## config.mk

```make
export PLATFORM = sky130hd
export DESIGN_NAME = ale_cell
export DESIGN_NICKNAME = d
export VERILOG_FILES = /design/src/rtl/ale_pkg.sv /design/src/rtl/ale_cell.sv
export SDC_FILE = /design/constraint.sdc
export NUM_CORES = 1
export LEC_CHECK = 0
export ABC_AREA = 1
export ABC_CLOCK_PERIOD_IN_PS = 2200
export BUFFER_PORTS_ARGS = -buffer_cell sky130_fd_sc_hd__buf_2
export CAP_MARGIN = 20
export CORE_MARGIN = 2
export CORE_UTILIZATION = 30
export DETAILED_ROUTE_END_ITERATION = 6
export HOLD_SLACK_MARGIN = 0.1
export PLACE_DENSITY_LB_ADDON = 0.25
export SLEW_MARGIN = 5
export SYNTH_ARGS = -nofsm -noshare
export SYNTH_HDL_FRONTEND = slang
export SYNTH_SLANG_ARGS = --single-unit
```

## constraint.sdc

```tcl
create_clock -name clk -period 2.2 [get_ports clk]
set_input_delay 0.33 -clock clk [delete_from_list [all_inputs] [get_ports clk]]
set_output_delay 0.33 -clock clk [all_outputs]
set_load 0.02 [all_outputs]
```

## src/rtl/ale_pkg.sv

```systemverilog
// shared types and codes for the array list engine
package ale_pkg;

	localparam int WORD_W = 32;
	localparam int FIELD_W = 9;
	localparam int ACTION_W = 3;
	localparam int STATUS_W = 2;
	localparam int IN_TDATA_W = 56;
	localparam int OUT_TDATA_W = 56;

	// request codes
	localparam logic [ACTION_W-1:0] ACT_APPEND = 3'd0;
	localparam logic [ACTION_W-1:0] ACT_INSERT = 3'd1;
	localparam logic [ACTION_W-1:0] ACT_EXTRACT = 3'd2;
	localparam logic [ACTION_W-1:0] ACT_DELETE = 3'd3;
	localparam logic [ACTION_W-1:0] ACT_SEARCH = 3'd4;

	// status codes
	localparam logic [STATUS_W-1:0] STAT_OK = 2'd0;
	localparam logic [STATUS_W-1:0] STAT_RANGE = 2'd1;
	localparam logic [STATUS_W-1:0] STAT_FULL = 2'd2;

	// what every cell does with the current command
	typedef enum logic [1:0] {
		CELL_HOLD,
		CELL_UP,
		CELL_DOWN,
		CELL_ROT
	} cell_op_t;

	typedef struct packed {
		cell_op_t            op;
		logic [WORD_W-1:0]   value;
	} cell_cmd_t;

endpackage

```

## src/rtl/ale_cell.sv

```systemverilog
// one storage cell of the list chain
module ale_cell #(
	parameter int IDX = 0,
	parameter int XW = 9
) (
	input  logic                        clk,
	input  ale_pkg::cell_cmd_t          cmd,
	input  logic [XW-1:0]               pos,
	input  logic [ale_pkg::WORD_W-1:0]  from_up,
	input  logic [ale_pkg::WORD_W-1:0]  from_down,
	output logic [ale_pkg::WORD_W-1:0]  word
);

	localparam logic [XW-1:0] MY_IDX = XW'(IDX);

	logic [ale_pkg::WORD_W-1:0] word_q;

	always_ff @(posedge clk) begin
		case (cmd.op)
			ale_pkg::CELL_UP: begin
				if (MY_IDX > pos) begin
					word_q <= from_up;
				end else if (MY_IDX == pos) begin
					word_q <= cmd.value;
				end
			end
			ale_pkg::CELL_DOWN: begin
				if (MY_IDX >= pos) begin
					word_q <= from_down;
				end
			end
			ale_pkg::CELL_ROT: begin
				word_q <= from_down;
			end
			default: begin
			end
		endcase
	end

	assign word = word_q;

endmodule

```

==> impl_metrics.csv <==
group,metric,value,unit
run_status,run_status,"complete, no violations",
timing,postLayoutSetupSlackWorst,1.00,ns
timing,tightest_slew,0.410,ns
route,routed_wire_length_per_instance,11.4,um
placed_design,dpl_worst_slack,0.682,ns
power_and_ir_drop,leakage,1.09,nW
timing,rsz0062_at_grt,"false",
yosys,synthDistinctLibCells,10,
floorplanning,die_height,76.4,um
floorplanning,rows,26,
placed_design,port-buffer-count,107,
layout,syn_to_final_growth,41.6,%
layout,post-route-util,0.439,
layout,antenna-diode-count,0,
floorplanning,fp.coreArea,0.00507,mm^2
layout,nets,308,
global_routing,grt_max_degree,33,
worst_setup_path,cp.required,2.12,ns
worst_hold_path,timing.hold.worst_path_depth,2,
route,detailed_routing_iterations_pass_1,3,
yosys,number_of_nets_produced_by_synthesis,195,
clocking,reg_clk_slew_reported_paths,0.06,ns
yosys,yosysWarnings,0,
yosys,syn_inst,87,
route,drt-total-wl,3.08,mm
yosys,mappedNetlistArea,0.00157,mm^2
floorplanning,initial_core_util,0.310,
placed_design,weighted_congestion_reported_at_the_end_of_routability_driven_placement,0.701,
clocking,cts.sinks,32,
layout,layout-drive-gt1-share,0.736,
route,drc_errors,0,
power_and_ir_drop,ir_drop,0.183,mV
clocking,clock_tree.buffer_depth,2,
timing,drv_slew,0,
route,detailedRoute.firstIterationViolations,21,
power_and_ir_drop,cellPowerDensity,639,mW/mm^2
timing,period_needed,1.20,ns
yosys,netlist.area_leader.share,0.611,
clocking,cts_max_level,2,
global_routing,grtUsageTotal,0.104,
global_routing,initial_antenna_violation_count,0,
timing,hold_violations,0,
clocking,cts.repair_timing.setup_buffer_count,0,
clocking,cts_resized,0,
global_routing,grt_pass1_vias,1037,
timing,period_utilisation_layout,0.544,
clocking,cts-hold-fix-buffers,0,
layout,largest_register_ff_count,32,
worst_setup_path,crit_fanout,32,
yosys,post_synth.cell_area_avg,18.1,um^2
worst_setup_path,timing.critical_path.to_type,"flip-flop",
timing,maxSlewHeadroom,0.727,
floorplanning,boundaryPins,140,
worst_setup_path,crit_arrival,1.12,ns
placed_design,place.detailed.hpwl,2.35,mm
clocking,cts_root_buf,"clkbuf_8",
global_routing,grt_overflow,0,
worst_hold_path,worstHoldPathType,"input port to flip-flop",
worst_setup_path,timing_worst_setup_path_type,"input port to flip-flop",
timing,max_freq,835,MHz
yosys,count_of_state_elements_after_synthesis,32,
yosys,synth-seq-area-share,0.611,
yosys,synth.top_cells.by_area,"edfxtp_1 (61%), mux2_4 (27%), buf_12 (3.8%)",
route,avgViaCountPerCell,3.99,
worst_setup_path,critPathLaunchType,"input port",
timing,setup-violations-final,0,
clocking,tritoncts_clock_tree,"done",
route,antenna_violating_nets_post_route,0,
clocking,cts_made_buffers,5,
route,num_vias,1080,
run,maxCapViolCount,0,
floorplanning,die_width,76.4,um
timing,total_negative_setup_slacks,0,ns
yosys,synth_top_area_cell,"edfxtp_1",
global_routing,grt_pass1_wl,4.77,mm
floorplanning,fp.dieArea,0.00584,mm^2
[synthesized netlist by cell type, drive strengths merged]
cell    count
nand3       1
edfxtp     32
nand2       6
mux2       32
inv         8
buf         4
nor2        4
[cells in the final DEF (no fill, tap or decap), drive strengths merged]
cell type and n:
buf 110, nand2 6, inv 8, clkinv 1, nor2 4, mux2 32, edfxtp 32, nand3 1
clkbuf 7
[final timing paths]
check	from	endpoint	slack, ns
max	pos[2]	word[26]	1.00
min	cmd[19]	word[19]	0.36
[cell families after synthesis]
logic type	share of synthesized area
flops	0.611
simple gates	0.0286
buf+inv	0.0644
mux	0.296
[power breakdown]
part	total, mW	switching, mW	internal [mW]
Combinational	0.277	0.132	0.146
Clock	0.411	0.191	0.220
Sequential	0.736	0.00941	0.726
[stage by stage]
stage	hold slack [ns]	total power, mW	instances	instance area (um^2)
CTS	0.344	1.45	271	2230
floorplan	0.547	0.924	87	1570
global route	0.343	1.49	271	2230
global placement	0.631	1.03	263	2150
detailed placement	0.633	1.03	263	2150
finish	0.355	1.42	271	2230
[worst max-delay path, stage by stage]
cell and delay (ns):
buf_2 0.10, inv_1 0.04, nand2_1 0.04, nor2_1 0.10, nand3_1 0.08, nand2_1 0.06
buf_4 0.37
[layer usage]
| metal | global-route usage | part of all wire | vias up | wire, um |
|---|---|---|---|---|
| met2 | 0.171 | 0.47 | 67 | 1450 |
| met4 | 0.0491 | 0.012 | 0 | 37 |
| li1 | - | - | 539 | - |
| met1 | 0.119 | 0.42 | 472 | 1290 |
| met3 | 0.0415 | 0.10 | 2 | 307 |
| met5 | 0 | 0 | - | 0 |
[cell type report]
cell class / instances / area (um^2)
Clock buffer: 7 / 76.3
Inverter: 8 / 30.0
Fill cell: 488 / 2850
Sequential cell: 32 / 961
Multi-Input combinational cell: 43 / 510
Clock inverter: 1 / 3.75
Timing Repair Buffer: 110 / 558
Tap cell: 70 / 87.6
(Power assumes the default switching activity.)
