===== src/rtl/ale_pkg.sv =====
// shared types and codes for the array list engine
package ale_pkg;

	localparam int WORD_W = 32;
	localparam int FIELD_W = 9;
	localparam int ACTION_W = 3;
	localparam int STATUS_W = 2;
	localparam int IN_TDATA_W = 56;
	localparam int OUT_TDATA_W = 56;

	// request codes
	localparam logic [ACTION_W-1:0] ACT_APPEND = 3'd0;
	localparam logic [ACTION_W-1:0] ACT_INSERT = 3'd1;
	localparam logic [ACTION_W-1:0] ACT_EXTRACT = 3'd2;
	localparam logic [ACTION_W-1:0] ACT_DELETE = 3'd3;
	localparam logic [ACTION_W-1:0] ACT_SEARCH = 3'd4;

	// status codes
	localparam logic [STATUS_W-1:0] STAT_OK = 2'd0;
	localparam logic [STATUS_W-1:0] STAT_RANGE = 2'd1;
	localparam logic [STATUS_W-1:0] STAT_FULL = 2'd2;

	// what every cell does with the current command
	typedef enum logic [1:0] {
		CELL_HOLD,
		CELL_UP,
		CELL_DOWN,
		CELL_ROT
	} cell_op_t;

	typedef struct packed {
		cell_op_t            op;
		logic [WORD_W-1:0]   value;
	} cell_cmd_t;

endpackage


===== src/rtl/ale_ctrl.sv =====
// request sequencer: fill count, chain commands and the result register
module ale_ctrl #(
	parameter int DEPTH = 256,
	parameter int CW = 9,
	parameter int XW = 9
) (
	input  logic                            clk,
	input  logic                            arst_n,
	input  logic                            s_tvalid,
	output logic                            s_tready,
	input  logic [ale_pkg::IN_TDATA_W-1:0]  s_tdata,
	input  logic [ale_pkg::ACTION_W-1:0]    s_tuser,
	output logic                            m_tvalid,
	input  logic                            m_tready,
	output logic [ale_pkg::OUT_TDATA_W-1:0] m_tdata,
	output logic [ale_pkg::STATUS_W-1:0]    m_tuser,
	input  logic [ale_pkg::WORD_W-1:0]      head_word,
	output ale_pkg::cell_cmd_t              cmd,
	output logic [XW-1:0]                   cell_pos
);

	typedef enum logic [2:0] {
		ST_IDLE,
		ST_UP,
		ST_SCAN,
		ST_DOWN,
		ST_FIN
	} state_t;

	localparam logic [CW-1:0] FULL_CNT = CW'(DEPTH);
	localparam logic [XW-1:0] LAST_IDX = XW'(DEPTH - 1);
	localparam logic [XW-1:0] ONE_X = XW'(1);

	state_t                          state_q;
	logic [ale_pkg::ACTION_W-1:0]    action_q;
	logic [XW-1:0]                   pos_q;
	logic [XW-1:0]                   cnt_q;
	logic [ale_pkg::WORD_W-1:0]      val_q;
	logic [CW-1:0]                   fill_q;
	logic [ale_pkg::STATUS_W-1:0]    status_q;
	logic [ale_pkg::WORD_W-1:0]      vout_q;
	logic [XW-1:0]                   found_q;
	logic                            found_v_q;

	logic [XW-1:0]                   in_pos;
	logic [XW-1:0]                   in_run;
	logic [XW-1:0]                   fill_x;
	logic                            is_full;
	logic                            s_accept;
	logic [ale_pkg::FIELD_W-1:0]     found_out;

	assign in_pos = XW'(s_tdata[8:0]);
	assign in_run = XW'(s_tdata[17:9]);
	assign fill_x = XW'(fill_q);
	assign is_full = (fill_q == FULL_CNT);
	assign s_tready = (state_q == ST_IDLE);
	assign s_accept = s_tvalid && s_tready;
	assign found_out = found_v_q ? found_q[ale_pkg::FIELD_W-1:0] : '1;

	always_comb begin
		cmd.value = val_q;
		unique case (state_q)
			ST_UP:   cmd.op = ale_pkg::CELL_UP;
			ST_SCAN: cmd.op = ale_pkg::CELL_ROT;
			ST_DOWN: cmd.op = ale_pkg::CELL_DOWN;
			default: cmd.op = ale_pkg::CELL_HOLD;
		endcase
	end

	assign cell_pos = pos_q;

	always_ff @(posedge clk or negedge arst_n) begin
		if (!arst_n) begin
			state_q <= ST_IDLE;
			fill_q <= '0;
			m_tvalid <= 1'b0;
			m_tdata <= '0;
			m_tuser <= '0;
			action_q <= '0;
			pos_q <= '0;
			cnt_q <= '0;
			val_q <= '0;
			status_q <= '0;
			vout_q <= '0;
			found_q <= '0;
			found_v_q <= 1'b0;
		end else begin
			// the finish state reloads the output register itself
			if (m_tvalid && m_tready && state_q != ST_FIN) begin
				m_tvalid <= 1'b0;
			end
			unique case (state_q)
				ST_IDLE: begin
					if (s_accept) begin
						action_q <= s_tuser;
						pos_q <= in_pos;
						val_q <= s_tdata[49:18];
						status_q <= ale_pkg::STAT_OK;
						vout_q <= '0;
						found_v_q <= 1'b0;
						cnt_q <= '0;
						unique case (s_tuser)
							ale_pkg::ACT_APPEND: begin
								if (is_full) begin
									status_q <= ale_pkg::STAT_FULL;
									state_q <= ST_FIN;
								end else begin
									pos_q <= fill_x;
									fill_q <= fill_q + 1'b1;
									state_q <= ST_UP;
								end
							end
							ale_pkg::ACT_INSERT: begin
								if (in_pos > fill_x) begin
									status_q <= ale_pkg::STAT_RANGE;
									state_q <= ST_FIN;
								end else if (is_full) begin
									status_q <= ale_pkg::STAT_FULL;
									state_q <= ST_FIN;
								end else begin
									fill_q <= fill_q + 1'b1;
									state_q <= ST_UP;
								end
							end
							ale_pkg::ACT_EXTRACT: begin
								if (in_pos >= fill_x) begin
									status_q <= ale_pkg::STAT_RANGE;
									vout_q <= '1;
									state_q <= ST_FIN;
								end else begin
									fill_q <= fill_q - 1'b1;
									state_q <= ST_SCAN;
								end
							end
							ale_pkg::ACT_DELETE: begin
								if (in_pos > fill_x || in_run > fill_x - in_pos) begin
									status_q <= ale_pkg::STAT_RANGE;
									state_q <= ST_FIN;
								end else begin
									fill_q <= fill_q - CW'(in_run);
									cnt_q <= in_run;
									state_q <= (in_run == '0) ? ST_FIN : ST_DOWN;
								end
							end
							ale_pkg::ACT_SEARCH: begin
								state_q <= ST_SCAN;
							end
							default: begin
								status_q <= ale_pkg::STAT_RANGE;
								state_q <= ST_FIN;
							end
						endcase
					end
				end
				ST_UP: begin
					state_q <= ST_FIN;
				end
				ST_SCAN: begin
					// cnt_q is the list index sitting in the head cell this cycle
					if (action_q == ale_pkg::ACT_EXTRACT && cnt_q == pos_q) begin
						vout_q <= head_word;
					end
					if (action_q == ale_pkg::ACT_SEARCH && !found_v_q && cnt_q < fill_x
							&& head_word == val_q) begin
						found_v_q <= 1'b1;
						found_q <= cnt_q;
					end
					if (cnt_q == LAST_IDX) begin
						if (action_q == ale_pkg::ACT_EXTRACT) begin
							cnt_q <= ONE_X;
							state_q <= ST_DOWN;
						end else begin
							state_q <= ST_FIN;
						end
					end else begin
						cnt_q <= cnt_q + 1'b1;
					end
				end
				ST_DOWN: begin
					if (cnt_q == ONE_X) begin
						state_q <= ST_FIN;
					end else begin
						cnt_q <= cnt_q - 1'b1;
					end
				end
				ST_FIN: begin
					if (!m_tvalid || m_tready) begin
						m_tvalid <= 1'b1;
						m_tuser <= status_q;
						m_tdata <= {6'd0, ale_pkg::FIELD_W'(fill_q), found_out, vout_q};
						state_q <= ST_IDLE;
					end
				end
				default: begin
					state_q <= ST_IDLE;
				end
			endcase
		end
	end

	a_fill_bound: assert property (@(posedge clk) disable iff (!arst_n)
		fill_q <= FULL_CNT)
		else $error("fill count beyond depth");

	a_fill_only_on_accept: assert property (@(posedge clk) disable iff (!arst_n)
		!s_accept |=> $stable(fill_q))
		else $error("fill count moved without a request");

	a_result_from_fin: assert property (@(posedge clk) disable iff (!arst_n)
		$rose(m_tvalid) |-> $past(state_q == ST_FIN))
		else $error("result loaded outside finish state");

	a_found_in_list: assert property (@(posedge clk) disable iff (!arst_n)
		found_v_q |-> found_q < fill_x)
		else $error("search hit beyond list end");

endmodule


===== config.mk =====
export PLATFORM = sky130hd
export DESIGN_NAME = ale_ctrl
export DESIGN_NICKNAME = d
export VERILOG_FILES = /design/src/rtl/ale_pkg.sv /design/src/rtl/ale_ctrl.sv
export SDC_FILE = /design/constraint.sdc
export NUM_CORES = 1
export LEC_CHECK = 0
export BUFFER_PORTS_ARGS = -buffer_cell sky130_fd_sc_hd__clkbuf_2
export CORE_MARGIN = 2
export CORE_UTILIZATION = 37
export CTS_BUF_LIST = sky130_fd_sc_hd__clkbuf_4 sky130_fd_sc_hd__clkbuf_8
export CTS_CLUSTER_SIZE = 12
export DETAILED_ROUTE_END_ITERATION = 12
export GPL_TIMING_DRIVEN = 0
export MAX_ROUTING_LAYER = met4
export PLACE_DENSITY_LB_ADDON = 0.15
export SLEW_MARGIN = 15
export SYNTH_ARGS = -nofsm -noshare
export SYNTH_HDL_FRONTEND = slang
export SYNTH_SLANG_ARGS = --single-unit

===== constraint.sdc =====
create_clock -name clk -period 4.72 [get_ports clk]
set_input_delay 0.472 -clock clk [delete_from_list [all_inputs] [get_ports clk]]
set_output_delay 0.472 -clock clk [all_outputs]
set_load 0.01 [all_outputs]

==> results.json, run 1 <==
{
  "register_area_mm2": 0.00405,
  "p_leak_uw": 0.00504,
  "die_w_um": 157,
  "grt_pass1_wl_um": 40300,
  "multi_input_area_mm2": 0.00425,
  "dieArea_mm2": 0.0246,
  "cp_top_family": "compound AO/OA/AOI/OAI gates",
  "core_area_mm2": 0.0228,
  "ir_drop_mv": 0.212,
  "holdBufCountCts": 0,
  "drc": 0,
  "route.detailed.wl_per_inst_um": 18.0,
  "synthFlopType": "dfrtp_1",
  "cts_tree": "yes",
  "post-route-period-util_pct": 89.0,
  "cts_buffers": 17,
  "finalSetupViolCount": 0,
  "synth-edff-count": 0,
  "ys_ff_latch": 162,
  "drt-total-wl_um": 26100,
  "dp.cells": 1425,
  "io_buffers": 184,
  "cp-start-kind": "register",
  "avgSynthCellArea_um2": 9.37,
  "required_ps": 5100,
  "hold_ws_ps": 92.7,
  "finalSetupTns_ps": 0,
  "synth_top_cell_by_area": "dfrtp_1",
  "post-synth-top-area-fraction_pct": 46.9,
  "final_cell_count_no_fill": 1456,
  "synthCells": 922,
  "worstSkewPairLatency_ps": 460,
  "grt_use_total_pct": 22.1,
  "viasPerCell": 5.03,
  "antennaDiodeCount": 0,
  "cp_max_fo": 9,
  "dp_hpwl_um": 20000,
  "nNetsFinal": 1265,
  "slew_headroom_pct": 34.8,
  "cts_resized": 0,
  "synth_most_common_cell": "nand2_1",
  "antenna_found_initial": 0,
  "synthArstFlopShare_pct": 100,
  "ant_nets": 0,
  "worst_setup_path_end_kind": "register",
  "ys_top_cells_by_area": "dfrtp_1 47%, nand2_1 8.7%, mux2_2 6.0%",
  "grt_overflow": 0,
  "yosysWarnings": 0,
  "power_density_mw_per_mm2": 642,
  "synth-seq-area-share_pct": 46.9,
  "cts.reportedPaths.clkPinSlew_ps": 100,
  "clock_skew_ps": 20.1,
  "synth_commonest_cells": "200 x nand2_1, 162 x dfrtp_1, 74 x a21oi_1",
  "htreeDepth": 4,
  "finalHoldViolCount": 0,
  "first_pass_iters": 5,
  "die_h_um": 157,
  "slowest_stage": "nor4_2",
  "status": "completed",
  "crit_type": "reg -> reg",
  "min_path_type": "in -> async",
  "drv_cap": 0,
  "min_period_ps": 4200,
  "root_buffer": "clkbuf_8",
  "ys_types": 67,
  "cts_sinks": 162,
  "finalMaxSlewViolations": 0,
  "area_growth_pct": 20.5,
  "rsz0062_at_grt": "false",
  "ios": 198,
  "fmax_mhz": 238,
  "worstMarginPinSlew_ps": 970,
  "cts_setup_buffers": 0,
  "cp_common_cell": "a21oi_1",
  "totalPowerFinal_uw": 6680,
  "fin_util_pct": 45.7,
  "layout-drive-gt1-share_pct": 26.0,
  "fillerInstances": 2304,
  "path_cells": "inv_1, ha_1, fa_1, nor2b_1, o21ai_0, a21oi_1, o21ai_0, a21oi_1, xnor2_1, ha_1, nand3_1, nor3_1, a21oi_1, o21a_1, nor4_2, a221oi_1, a21oi_1",
  "worst_path_largest_cell_delay_ps": 790,
  "syn_area_mm2": 0.00864,
  "cts_buffer_depth": 2,
  "grt_pass1_vias": 7012,
  "start_util_pct": 37.9,
  "num_vias": 7320,
  "crit_buf_inv": 1,
  "grt_max_degree": 89,
  "worstPathArrival_ps": 4580,
  "routabilityCongestion": 0.931,
  "first_iter_violations": 550,
  "num_rows": 55
}
==> cell families (layout without fill, tap and decap cells) <==
logic type                 Yosys count  in the layout  share of synthesized area (%)
muxes                               55             55                           7.10
and+or+nand+nor                    353            353                           18.3
adders and majority gates           39             39                           5.82
DFF                                162            162                           46.9
other                                1              6                         0.0434
buffers and inverters               80            296                           4.06
AOI/OAI and AO/OA                  177            177                           12.2
xor gates and xnor gates            55             55                           5.58
==> layer usage <==
layer,part of all wire (%),track usage [%],vias up
li1,-,-,3558
met1,47,30.3,3551
met2,47,34.1,179
met3,3.8,3.35,32
met4,1.9,6.51,0
met5,0,-,-
==> area by class of cell <==
type	count	area share (%)
multi-input cells	685	40.9
flip-flops and latches	162	39.0
repair buffers	185	9.20
well taps	313	3.76
plain buffers	52	2.36
clock buffers	17	2.25
clock inverters	14	1.60
inverters	28	1.01
==> sequential cells by signal, summed over array words and instances (netlist names), 2 cells and up <==
| register | cells |
|---|---|
| vout_q | 32 |
| m_tuser | 2 |
| status_q | 2 |
| state_q | 3 |
| action_q | 3 |
| val_q | 32 |
| fill_q | 9 |
| found_q | 9 |
| cnt_q | 9 |
| cell_pos | 9 |
| m_tdata | 50 |
==> where the power goes <==
part / switching (µW) / internal [µW] / leakage (µW)
clock: 605 / 444 / 0.000197
sequential: 508 / 2010 / 0.00200
combinational: 1800 / 1320 / 0.00284
==> per-stage QoR <==
stage	cell area (µm²)	setup WS, ps
after floorplan	8660	1280
after global placement	9970	38.2
after detailed placement	10000	580
after CTS	10400	578
after global routing	10400	132
final	10400	519
==> worst reg2reg max path: cells and delay by family, from the launching register on <==
| family | cells | cell delay (ps) |
|---|---|---|
| flip-flops | 1 | 440 |
| AO/OA/AOI/OAI | 8 | 1320 |
| XOR/XNOR | 1 | 100 |
| AND/OR/NAND/NOR | 4 | 1240 |
| buffers and inverters | 1 | 120 |
| adder cells (fa/ha/maj) | 3 | 930 |
==> final timing paths <==
path | startpoint | endpoint | depth (start not counted) | slack (ps)
worst max-delay path | fill_q[0] | cnt_q[1] | 17 | 520
worst min-delay path | arst_n | m_tdata[39] | 1 | 90
worst max register to register | fill_q[0] | cnt_q[1] | 17 | 520
worst min register to register | m_tdata[36] | m_tdata[36] | 2 | 490
max in group asynchronous | arst_n | val_q[30] | 2 | 3800
min in group clk | s_tdata[30] | val_q[12] | 3 | 200
==> placed cells by master (no fill, tap or decap), types with 12 or more instances in the layout <==
cell | Yosys | layout
o21ai_0 | 55 | 55
nor2b_1 | 14 | 14
nand2_1 | 200 | 200
dfrtp_1 | 162 | 162
nor3_1 | 12 | 12
ha_1 | 37 | 37
clkbuf_2 | 0 | 183
nor2_1 | 58 | 58
xnor2_1 | 42 | 42
clkbuf_8 | 0 | 18
nand3_1 | 18 | 18
mux2_2 | 46 | 46
clkbuf_1 | 29 | 29
xor2_1 | 13 | 13
buf_2 | 13 | 13
inv_1 | 27 | 27
a21oi_1 | 74 | 74
Note: power is estimated with default switching activity, not from simulation.
==> inputs of run 2 (changes only) <==
--- a/config.mk
+++ b/config.mk
@@ -11,9 +11,9 @@
 export CTS_BUF_LIST = sky130_fd_sc_hd__clkbuf_4 sky130_fd_sc_hd__clkbuf_8
 export CTS_CLUSTER_SIZE = 12
 export DETAILED_ROUTE_END_ITERATION = 12
-export GPL_TIMING_DRIVEN = 0
 export MAX_ROUTING_LAYER = met4
 export PLACE_DENSITY_LB_ADDON = 0.15
+export RECOVER_POWER = 100
 export SLEW_MARGIN = 15
 export SYNTH_ARGS = -nofsm -noshare
 export SYNTH_HDL_FRONTEND = slang
==> run 2 against run 1 <==
  * The flow now finishes with violations (capacitance limit, slew limit)
  * Clock skew up 9.5 ps
  * Total power down 3.1%
  * Global-route usage down 0.53 points
  * Via count down 2.9%
  * Critical path depth down 10
  * Clock-buffer cell count up 1
  * Register-to-register slack worse by 50 ps
  * Hold slack better by 93 ps
  * Die area unchanged
  * Fmax down 1.2%
  * Final cell count down 2.9%
  * Cell area down 3.5%
==> results.json, run 2 (same netlist as run 1, synthesis figures left out) <==
{
  "num_rows": 55,
  "worstMarginPinSlew_ps": 2170,
  "ant_nets": 0,
  "power_frac_comb_pct": 44.7,
  "fillerInstances": 2359,
  "final_common_cell": "nand2_1",
  "ff2ff_setup_slack_ps": 470,
  "cts.reportedPaths.clkPinSlew_ps": 120,
  "grt_pass1_vias": 6931,
  "cts_setup_buffers": 0,
  "first_pass_iters": 4,
  "finalSetupViolCount": 0,
  "grt_use_total_pct": 21.6,
  "rsz0062_at_grt": "false",
  "finalMaxSlewViolations": 314,
  "dieArea_mm2": 0.0246,
  "largest_reg_flops": 50,
  "worstSkewPairLatency_ps": 480,
  "crit_type": "reg -> reg",
  "min_path_type": "in -> reg",
  "die_w_um": 157,
  "start_util_pct": 37.9,
  "worst_setup_path_end_kind": "register",
  "p_switching_uw": 2870,
  "seqPwrFrac_pct": 39.5,
  "die_h_um": 157,
  "routabilityCongestion": 0.905,
  "antenna_found_initial": 1,
  "route.detailed.wl_per_inst_um": 17.8,
  "holdBufCountCts": 0,
  "final_cell_area_mm2": 0.0100,
  "p_leak_uw": 0.00462,
  "grt_pass1_wl_um": 39600,
  "cts_buffers": 17,
  "hold_ws_ps": 185,
  "multi_input_area_mm2": 0.00424,
  "ios": 198,
  "io_buffers": 185,
  "layout-drive-gt1-share_pct": 16.5,
  "core_area_mm2": 0.0228,
  "grt_max_degree": 83,
  "cp-start-kind": "register",
  "cts_sinks": 162,
  "ir_drop_mv": 0.220,
  "clockPowerShare_pct": 15.8,
  "switching_share_pct": 44.3,
  "cts_buffer_depth": 2,
  "status": "finished with violations",
  "fmax_mhz": 235,
  "clock_skew_ps": 29.7,
  "placed_area_mm2": 0.00983,
  "reg.largest.list": "m_tdata: 50 flops, val_q: 32 flops, vout_q: 32 flops",
  "slew_headroom_pct": -44.8,
  "finalHoldViolCount": 0,
  "viasPerCell": 5.03,
  "drv_cap": 5,
  "nNetsFinal": 1221,
  "post-route-period-util_pct": 90.1,
  "finalWorstSetupSlack_ps": 468,
  "root_buffer": "clkbuf_8",
  "min_period_ps": 4250,
  "area_growth_pct": 16.2,
  "drt-total-wl_um": 25200,
  "cts_tree": "yes",
  "finalSetupTns_ps": 0,
  "grt_overflow": 0,
  "power_density_mw_per_mm2": 645,
  "worstPathArrival_ps": 4570,
  "dp_slack_ps": 722,
  "htreeDepth": 4,
  "cp_max_fo": 33,
  "required_ps": 5040,
  "totalPowerFinal_uw": 6470,
  "violations": "capacitance limit, slew limit",
  "num_vias": 7107,
  "largest_register": "m_tdata",
  "layout_common_cells": "201 x nand2_1, 162 x dfrtp_1, 100 x clkbuf_1",
  "first_iter_violations": 434,
  "cts_resized": 0,
  "p_int_uw": 3610,
  "drc": 0,
  "register_area_mm2": 0.00405,
  "dp_hpwl_um": 18300
}
run 2: cell count changes in the layout (fill, tap and decap cells not counted), sizes merged:
cell,before,now
diode,0,1
buf,24,4
bufinv,1,0
clkbuf,230,207
clkinv,4,5
inv,35,36
clkinvlp,2,1
run 2: per-layer routing:
layer / track usage (%) / wire length, µm / up-vias
met5: - / 0 / -
met4: 7.43 / 573 / 0
met3: 3.21 / 899 / 33
met2: 32.0 / 11800 / 164
met1: 30.2 / 12000 / 3428
li1: - / - / 3482
run 2: power by group through the flow:
| stage | logic (µW) | registers, µW | clock network, µW |
|---|---|---|---|
| after CTS | 3030 | 2570 | 1060 |
| after floorplan | 1870 | 2610 | 0 |
| after global placement | 2970 | 2580 | 0 |
| final | 2890 | 2560 | 1020 |
| after global routing | 3280 | 2660 | 1110 |
| after detailed placement | 3020 | 2600 | 0 |
run 2: cell type report:
type	count	area share [%]
multi-input combinational	685	42.2
clock buffer	18	2.40
clock inverter	14	1.53
timing repair buffer	193	8.47
antenna	1	0.0249
tap	313	3.90
sequential	162	40.4
inverter	28	1.05
run 2: critical path: stages, from the launching register on:
cell,delay [ps]
dfrtp_1,690
nor3_1,580
nand2_1,570
o41ai_4,150
clkbuf_1,1260
o41a_1,330
buf_4,360
a21oi_1,140
run 2: metrics by stage:
step,std cells,util [%]
finish,1414,44.1
global route,1414,44.1
CTS,1413,44.9
detailed placement,1381,43.2
global placement,1381,43.2
floorplan,927,-
run 2: path summary, 6_finish.rpt:
check	endpoint	depth (start not counted)	from
min reg2reg	m_tdata[47]	2	m_tdata[47]
max	vout_q[20]	7	state_q[0]
min in group asynchronous	m_tdata[38]	1	arst_n
min	val_q[27]	3	s_tdata[45]
max in group asynchronous	m_tdata[20]	2	arst_n
max reg2reg	vout_q[20]	7	state_q[0]
